===== src/design/tscc_pkg.sv =====
package tscc_pkg;

  // Fixed field widths
  localparam int SCORE_W    = 32;
  localparam int SEXT_W     = 34;
  localparam int DELTA_W    = 31;
  localparam int NCUT_W     = 7;
  localparam int OUT_CNT_W  = 32;
  localparam int CUT_IDX_W  = 6;
  localparam int KIND_W     = 2;
  localparam int CFG_IDX_W  = 3;
  localparam int CFG_DATA_W = 32;

  // Decoupling queue between front and back
  localparam int QUEUE_DEPTH = 2;

  // 1.0 in Q16.16, extended to the working width
  localparam logic [SEXT_W-1:0] ONE_Q16 = 34'h0_0001_0000;

  // Request kinds
  localparam logic [KIND_W-1:0] KIND_PAIR  = 2'd0;
  localparam logic [KIND_W-1:0] KIND_READ  = 2'd1;
  localparam logic [KIND_W-1:0] KIND_CLEAR = 2'd2;

  // Register indexes
  localparam logic [CFG_IDX_W-1:0] CFG_MIN_VALUE = 3'd0;
  localparam logic [CFG_IDX_W-1:0] CFG_DELTA     = 3'd1;
  localparam logic [CFG_IDX_W-1:0] CFG_NUM_CUTS  = 3'd2;
  localparam logic [CFG_IDX_W-1:0] CFG_INVERT    = 3'd3;
  localparam logic [CFG_IDX_W-1:0] CFG_FILTER    = 3'd4;

  // Register reset values
  localparam logic [SCORE_W-1:0] MIN_VALUE_RST = 32'd0;
  localparam logic [DELTA_W-1:0] DELTA_RST     = 31'd6554;
  localparam logic [NCUT_W-1:0]  NUM_CUTS_RST  = 7'd11;

  // Operation handed from front to back
  typedef enum logic [1:0] {
    OP_PAIR,
    OP_READ,
    OP_CLEAR
  } op_t;

  typedef struct packed {
    op_t               op;
    logic              pos;
    logic              scored;
    logic [SEXT_W-1:0] score;   // two's complement, possibly inverted
  } qent_t;

endpackage


===== src/design/tscc_queue.sv =====
module tscc_queue
  import tscc_pkg::*;
(
  input  logic  clk,
  input  logic  rst_n,
  input  logic  push,
  input  qent_t push_data,
  output logic  push_ready,
  input  logic  pop,
  output logic  head_valid,
  output qent_t head
);

  localparam int PTR_W = (QUEUE_DEPTH > 1) ? $clog2(QUEUE_DEPTH) : 1;
  localparam int CNT_W = $clog2(QUEUE_DEPTH + 1);
  localparam logic [PTR_W-1:0] PTR_LAST = PTR_W'(QUEUE_DEPTH - 1);
  localparam logic [CNT_W-1:0] CNT_FULL = CNT_W'(QUEUE_DEPTH);

  qent_t            ent_r [QUEUE_DEPTH];
  logic [PTR_W-1:0] wr_ptr_r;
  logic [PTR_W-1:0] rd_ptr_r;
  logic [CNT_W-1:0] count_r;

  assign push_ready = (count_r != CNT_FULL);
  assign head_valid = (count_r != '0);
  assign head       = ent_r[rd_ptr_r];

  // Entry storage
  always_ff @(posedge clk) begin
    if (push) begin
      ent_r[wr_ptr_r] <= push_data;
    end
  end

  // Pointers and fill count
  always_ff @(posedge clk) begin
    if (!rst_n) begin
      wr_ptr_r <= '0;
      rd_ptr_r <= '0;
      count_r  <= '0;
    end else begin
      if (push) begin
        wr_ptr_r <= (wr_ptr_r == PTR_LAST) ? '0 : wr_ptr_r + PTR_W'(1);
      end
      if (pop) begin
        rd_ptr_r <= (rd_ptr_r == PTR_LAST) ? '0 : rd_ptr_r + PTR_W'(1);
      end
      if (push && !pop) begin
        count_r <= count_r + CNT_W'(1);
      end else if (pop && !push) begin
        count_r <= count_r - CNT_W'(1);
      end
    end
  end

`ifndef NO_ASSERTIONS
  a_no_push_when_full: assert property (@(posedge clk) disable iff (!rst_n)
    push |-> count_r != CNT_FULL)
    else $error("queue written while full");
  a_no_pop_when_empty: assert property (@(posedge clk) disable iff (!rst_n)
    pop |-> count_r != '0)
    else $error("queue read while empty");
`endif

endmodule


===== config.mk =====
export PLATFORM = sky130hd
export DESIGN_NAME = tscc_queue
export DESIGN_NICKNAME = d
export VERILOG_FILES = /design/src/design/tscc_pkg.sv /design/src/design/tscc_queue.sv
export SDC_FILE = /design/constraint.sdc
export NUM_CORES = 1
export LEC_CHECK = 0
export ABC_AREA = 1
export BUFFER_PORTS_ARGS = -buffer_cell sky130_fd_sc_hd__buf_2
export CELL_PAD_IN_SITES_DETAIL_PLACEMENT = 2
export CELL_PAD_IN_SITES_GLOBAL_PLACEMENT = 2
export CORE_ASPECT_RATIO = 0.5
export CORE_MARGIN = 2
export CORE_UTILIZATION = 33
export CTS_CLUSTER_DIAMETER = 200
export DETAILED_ROUTE_END_ITERATION = 8
export PLACE_DENSITY_LB_ADDON = 0.1
export SLEW_MARGIN = 25
export SYNTH_ARGS = -nofsm -noshare
export SYNTH_HDL_FRONTEND = slang
export SYNTH_SLANG_ARGS = --single-unit

===== constraint.sdc =====
create_clock -name clk -period 2.6 [get_ports clk]
set_clock_uncertainty 0.15 [all_clocks]
set_input_delay 0.52 -clock clk [delete_from_list [all_inputs] [get_ports clk]]
set_output_delay 0.52 -clock clk [all_outputs]
set_load 0.01 [all_outputs]

==> qor.yml, run 1 <==
vias_per_cell: 4.36
combPwrFrac: 0.103
post-route-period-util: 0.829
placementRows: 24
hp-class: "input pin to register"
reg2reg_from: "wr_ptr_r$_SDFFE_PN0P_"
hold_buffers: 0
grt.busiest_layer: "met2"
wl_mm: 6.02
worst_skew_pair.late_latency_ns: 0.32
synth.ff_latch_count: 81
hp-start: "push_data[22]"
status: "finished, final reports clean"
clkPwrFrac: 0.375
synth_top_area_frac: 0.748
fmax_mhz: 464
n_antenna_cell: 0
yosysWarnings: 0
critPathCapture: "head[33]"
synth_cells: 153
intPower_w: 0.00229
regArea_mm2: 0.00238
fin_util: 0.441
rsz0062_at_grt: "no"
cp.required_ns: 1.93
slowest_stage: "mux2_2"
multi_input_area_um2: 608
max-vdd-ir-drop_mv: 0.423
vias: 1601
setup_viol_count_final: 0
drt-pass1-iter-count: 3
avgSynthCellArea_um2: 19.9
ys_seq_area_frac: 0.781
routedWlPerCell_um: 16.4
post_cts_buffers: 0
route.detailed.drc: 0
ant_nets: 0
critical_path_class: "register to output port"
synth.distinct_cells: 14
power.switching_w: 0.000636
use_met3: 0.0502
cts_tree: "yes"
ioPinCount: 82
power_frac_seq: 0.522
grt-ovfl-total: 0
synth_area_mm2: 0.00305
die_x_um: 140
syn_to_final_growth_pct: 27.5
gp_congestion: 0.625
synth_top_cell_by_area: "edfxtp_1"
synth_area_leaders: "edfxtp_1 (75%), mux2_4 (9.8%), mux2_2 (6.6%), dfxtp_1 (3.3%), nand2_1 (1.2%)"
port_buffers: 81
p_leak_nw: 1.53
met1_usage: 0.141
path_cells: "buf_4, mux2_2, buf_2"
cp-end-kind: "output port"
rrSetupSlack_ns: 1.05
final.setup.tns_ns: 0
min_period_ns: 2.15
drive_gt1_frac: 0.556
power_switching_share: 0.218
cap_viol_max_count: 0
clk_pin_slew_ns: 0.06
cp-start-kind: "register"
cts_max_level: 3
dp_cells: 351
layout.nets: 288
die_h_um: 72
dp_hpwl_mm: 4.34
first_iter_violations: 69
tightest_slew_ns: 0.575
grt_use_total: 0.128
grt_max_degree: 33
p_per_area_mw_per_mm2: 751
cts_resized: 0
numClockSinks: 81
slew_headroom: 0.615
grt_pass1_vias: 1817
syn_nets: 196
timing.reg2reg.worst_path_depth: 2
crit_arrival_ns: 1.48
layoutNonFillerInstCount: 367
grt_pass1_wl_mm: 9.44
hold_violations: 0
cts_made_buffers: 9
clock_path_buffers: 2
r2r-end: "ent_r[0][37]$_DFFE_PP_"
grtUsageMet2: 0.224
drv_slew: 0
initial_core_util: 0.346
dieArea_mm2: 0.0101
critPathMaxFanout: 20
critPathMaxStageDelay_ns: 0.38
antenna_found_initial: 0
clk_root_buffer_cell: "clkbuf_16"
num-fill-cells: 885
core_area_mm2: 0.00883
-- layout by cell type, fill, tap and decap left out, drive strengths merged --
cell type / count
inv: 7
nand3: 1
nand2: 10
clkinvlp: 2
nand4: 1
nor2: 7
clkinv: 6
edfxtp: 76
ha: 1
clkbuf: 9
a21oi: 1
o21ai: 1
dfxtp: 5
buf: 85
mux2: 38
-- cells by family (layout without fill, tap and decap cells) --
kind of cell	Yosys count	in the layout	synth area share
AO/OA/AOI/OAI	2	2	0.00328
adder cells (fa/ha/maj)	1	1	0.00410
buffers and inverters	12	109	0.0225
flip-flops	81	81	0.781
multiplexers	38	38	0.165
AND/OR/NAND/NOR	19	19	0.0246
-- critical path, delay by kind of cell, from the launching register on --
kind,cells,cell delay [ns]
multiplexers,1,0.38
flip-flops,1,0.32
buffers and inverters,2,0.44
-- layer usage --
metal  up-vias  share of wire
li1        763              -
met1       792           0.42
met2        41           0.52
met3         5          0.053
met4         0          0.012
met5         -              0
-- state kept, by name, indices dropped and copies added (netlist names), named ones only --
signal	cells
count_r	2
ent_r	76
rd_ptr_r	1
wr_ptr_r	1
-- final cells by class --
| cell class | count | area share |
|---|---|---|
| clock inverter | 7 | 0.00965 |
| tap | 117 | 0.0376 |
| clock buffer | 9 | 0.0579 |
| sequential | 81 | 0.613 |
| timing repair buffer | 85 | 0.118 |
| inverter | 8 | 0.00772 |
| multi-input combinational | 60 | 0.156 |
-- power groups by stage --
stage	registers (W)	logic (W)	clock network [W]
after detailed placement	0.00156	0.000310	0
after floorplan	0.00155	0.000178	0
final	0.00153	0.000301	0.00110
after global routing	0.00153	0.000329	0.00119
after global placement	0.00155	0.000300	0
after CTS	0.00153	0.000310	0.00114
-- cells in the mapped netlist --
cell type  number
dfxtp_1         5
buf_6           3
o21ai_0         1
edfxtp_1       76
ha_1            1
inv_1           8
nand4_1         1
nand2_1        10
nor2_1          7
buf_2           1
mux2_2         18
nand3_1         1
mux2_4         20
a21oi_1         1
-- worst min path at each step --
stage	cells after the start	to	slack [ns]
global route	1	ent_r[0][15]$_DFFE_PP_	0.21
floorplan	2	register	0.31
detailed placement	2	rd_ptr_r$_SDFFE_PN0P_	0.36
CTS	1	ent_r[1][22]$_DFFE_PP_	0.21
finish	1	ent_r[0][22]$_DFFE_PP_	0.23
global placement	2	rd_ptr_r$_SDFFE_PN0P_	0.33
-- stage by stage --
stage,area [um^2],setup slack [ns],hold WS [ns],power (W)
6_report,3890,0.445,0.230,0.00292
5_1_grt,3890,0.383,0.210,0.00305
4_1_cts,3890,0.409,0.214,0.00298
3_5_place_dp,3630,0.677,0.358,0.00187
3_3_place_gp,3630,0.721,0.330,0.00185
2_1_floorplan,3050,0.507,0.313,0.00172
Power figures use the tool's default switching activity.
==> run 2: changes to the inputs <==
--- a/config.mk
+++ b/config.mk
@@ -11,7 +11,7 @@
 export CELL_PAD_IN_SITES_GLOBAL_PLACEMENT = 2
 export CORE_ASPECT_RATIO = 0.5
 export CORE_MARGIN = 2
-export CORE_UTILIZATION = 33
+export CORE_UTILIZATION = 37
 export CTS_CLUSTER_DIAMETER = 200
 export DETAILED_ROUTE_END_ITERATION = 8
 export PLACE_DENSITY_LB_ADDON = 0.1
==> constraint.sdc (replaced) <==
create_clock -name clk -period 2.25 [get_ports clk]
set_clock_uncertainty 0.15 [all_clocks]
set_input_delay 0.45 -clock clk [delete_from_list [all_inputs] [get_ports clk]]
set_output_delay 0.45 -clock clk [all_outputs]
set_load 0.01 [all_outputs]
==> run 2 against run 1 <==
  * Combinational power up 17%
  * Via count up 0.62%
  * Final cell count down 1.4%
  * Die area down 10%
  * Worst hold slack worse by 0.072 ns
  * Sequential share of layout area up 0.22 points
  * Critical endpoint is now head[32]
  * Worst setup slack worse by 0.31 ns
  * Utilization up 4.4 points
  * Flip-flop and latch count unchanged
  * Sequential power up 16%
==> qor.yml, run 2 (synthesis gave the netlist of run 1 again) <==
max-vdd-ir-drop_mv: 0.410
slew_headroom: 0.768
cp_num_cells: 3
ant_nets: 0
vias: 1611
vias_per_cell: 4.45
hp-class: "input pin to register"
wl_mm: 6.62
grt_pass1_wl_mm: 10.1
ioPinCount: 82
grt_use_total: 0.157
tightest_slew_ns: 0.348
cp-start-kind: "register"
grt_pass1_vias: 1780
path_cells: "buf_4, mux2_2, buf_2"
mostFrequentLayoutCell: "buf_2"
final_cell_mix: "buf_2 (81), edfxtp_1 (76), mux2_4 (20), mux2_2 (18), nand2_1 (10)"
cap_viol_max_count: 0
slowest_stage: "mux2_2"
cts_tree: "yes"
critPathCapture: "head[32]"
timing.reg2reg.worst_path_depth: 3
grt-ovfl-total: 0
port_buffers: 81
clk_root_buffer_cell: "clkbuf_16"
post-route-period-util: 0.938
post_cts_buffers: 0
crit_buf_inv: 2
drive_gt1_frac: 0.548
critPathMaxStageDelay_ns: 0.38
grt_max_degree: 39
rsz0062_at_grt: "no"
critPathMaxFanout: 20
finalPower_w: 0.00338
r2r-end: "ent_r[1][7]$_DFFE_PP_"
drt-pass1-iter-count: 4
n_antenna_cell: 0
cp.required_ns: 1.65
fmax_mhz: 474
die_h_um: 68.2
num-fill-cells: 769
cp-end-kind: "output port"
drv_slew: 0
first_iter_violations: 78
cts_made_buffers: 9
die_x_um: 132
reg_top3: "ent_r: 76 flops, count_r: 2 flops"
regMostFlops: "ent_r"
final.setup.tns_ns: 0
routedWlPerCell_um: 18.3
hold_violations: 0
critical_path_class: "register to output port"
placementRows: 23
clk_pin_slew_ns: 0.06
syn_to_final_growth_pct: 27.1
cpLargestDelayFamily: "buffers and inverters"
worst_skew_pair.late_latency_ns: 0.33
antenna_found_initial: 0
route.detailed.drc: 0
dp_hpwl_mm: 4.62
crit_arrival_ns: 1.51
gp_congestion: 0.683
rrSetupSlack_ns: 0.93
clock_path_buffers: 2
status: "finished, final reports clean"
p_leak_nw: 1.54
core_area_mm2: 0.00800
cts_resized: 0
min_period_ns: 2.11
reg2reg_from: "wr_ptr_r$_SDFFE_PN0P_"
cts_max_level: 3
hold_buffers: 0
fin_util: 0.485
numClockSinks: 81
initial_core_util: 0.381
p_per_area_mw_per_mm2: 872
largest_reg_flops: 76
dieArea_mm2: 0.00903
setup_viol_count_final: 0
layout.nets: 288
[run 2: per-layer routing]
layer / vias up / global-route usage / share of wire
li1: 760 / - / -
met1: 803 / 0.178 / 0.42
met5: - / 0 / 0
met2: 45 / 0.280 / 0.51
met3: 3 / 0.0778 / 0.061
met4: 0 / 0.0282 / 0.0044
[run 2: metrics by stage]
stage | worst slack [ns] | instance area (um^2) | hold WS (ns) | std cells
finish | 0.140 | 3880 | 0.158 | 362
global route | 0.0727 | 3880 | 0.139 | 362
CTS | 0.103 | 3880 | 0.145 | 362
detailed placement | 0.474 | 3620 | 0.384 | 346
global placement | 0.503 | 3620 | 0.330 | 346
floorplan | 0.227 | 3050 | 0.313 | 153
[run 2: worst min-delay path by stage]
stage / slack (ns) / cells past startpoint / end / start
after CTS: 0.15 / 1 / ent_r[0][26]$_DFFE_PP_ / push_data[26]
final: 0.16 / 1 / ent_r[1][9]$_DFFE_PP_ / push_data[9]
after global routing: 0.14 / 1 / ent_r[0][37]$_DFFE_PP_ / push_data[37]
after detailed placement: 0.38 / 2 / rd_ptr_r$_SDFFE_PN0P_ / rd_ptr_r$_SDFFE_PN0P_
after floorplan: 0.31 / 2 / register / rd_ptr_r$_SDFFE_PN0P_
after global placement: 0.33 / 2 / rd_ptr_r$_SDFFE_PN0P_ / rd_ptr_r$_SDFFE_PN0P_
[run 2: where the power goes]
part	total, W	internal, W	switching, W
clock	0.00126	0.000733	0.000527
combinational	0.000352	0.000170	0.000182
sequential	0.00177	0.00174	0.0000285
[run 2: final cells by class]
type	count	area, um^2	area share
clock inverters	5	22.5	0.00581
well taps	112	140	0.0361
clock buffers	11	233	0.0600
flip-flops and latches	81	2380	0.615
repair buffers	85	460	0.119
inverters	8	30.0	0.00774
multi-input cells	60	608	0.157
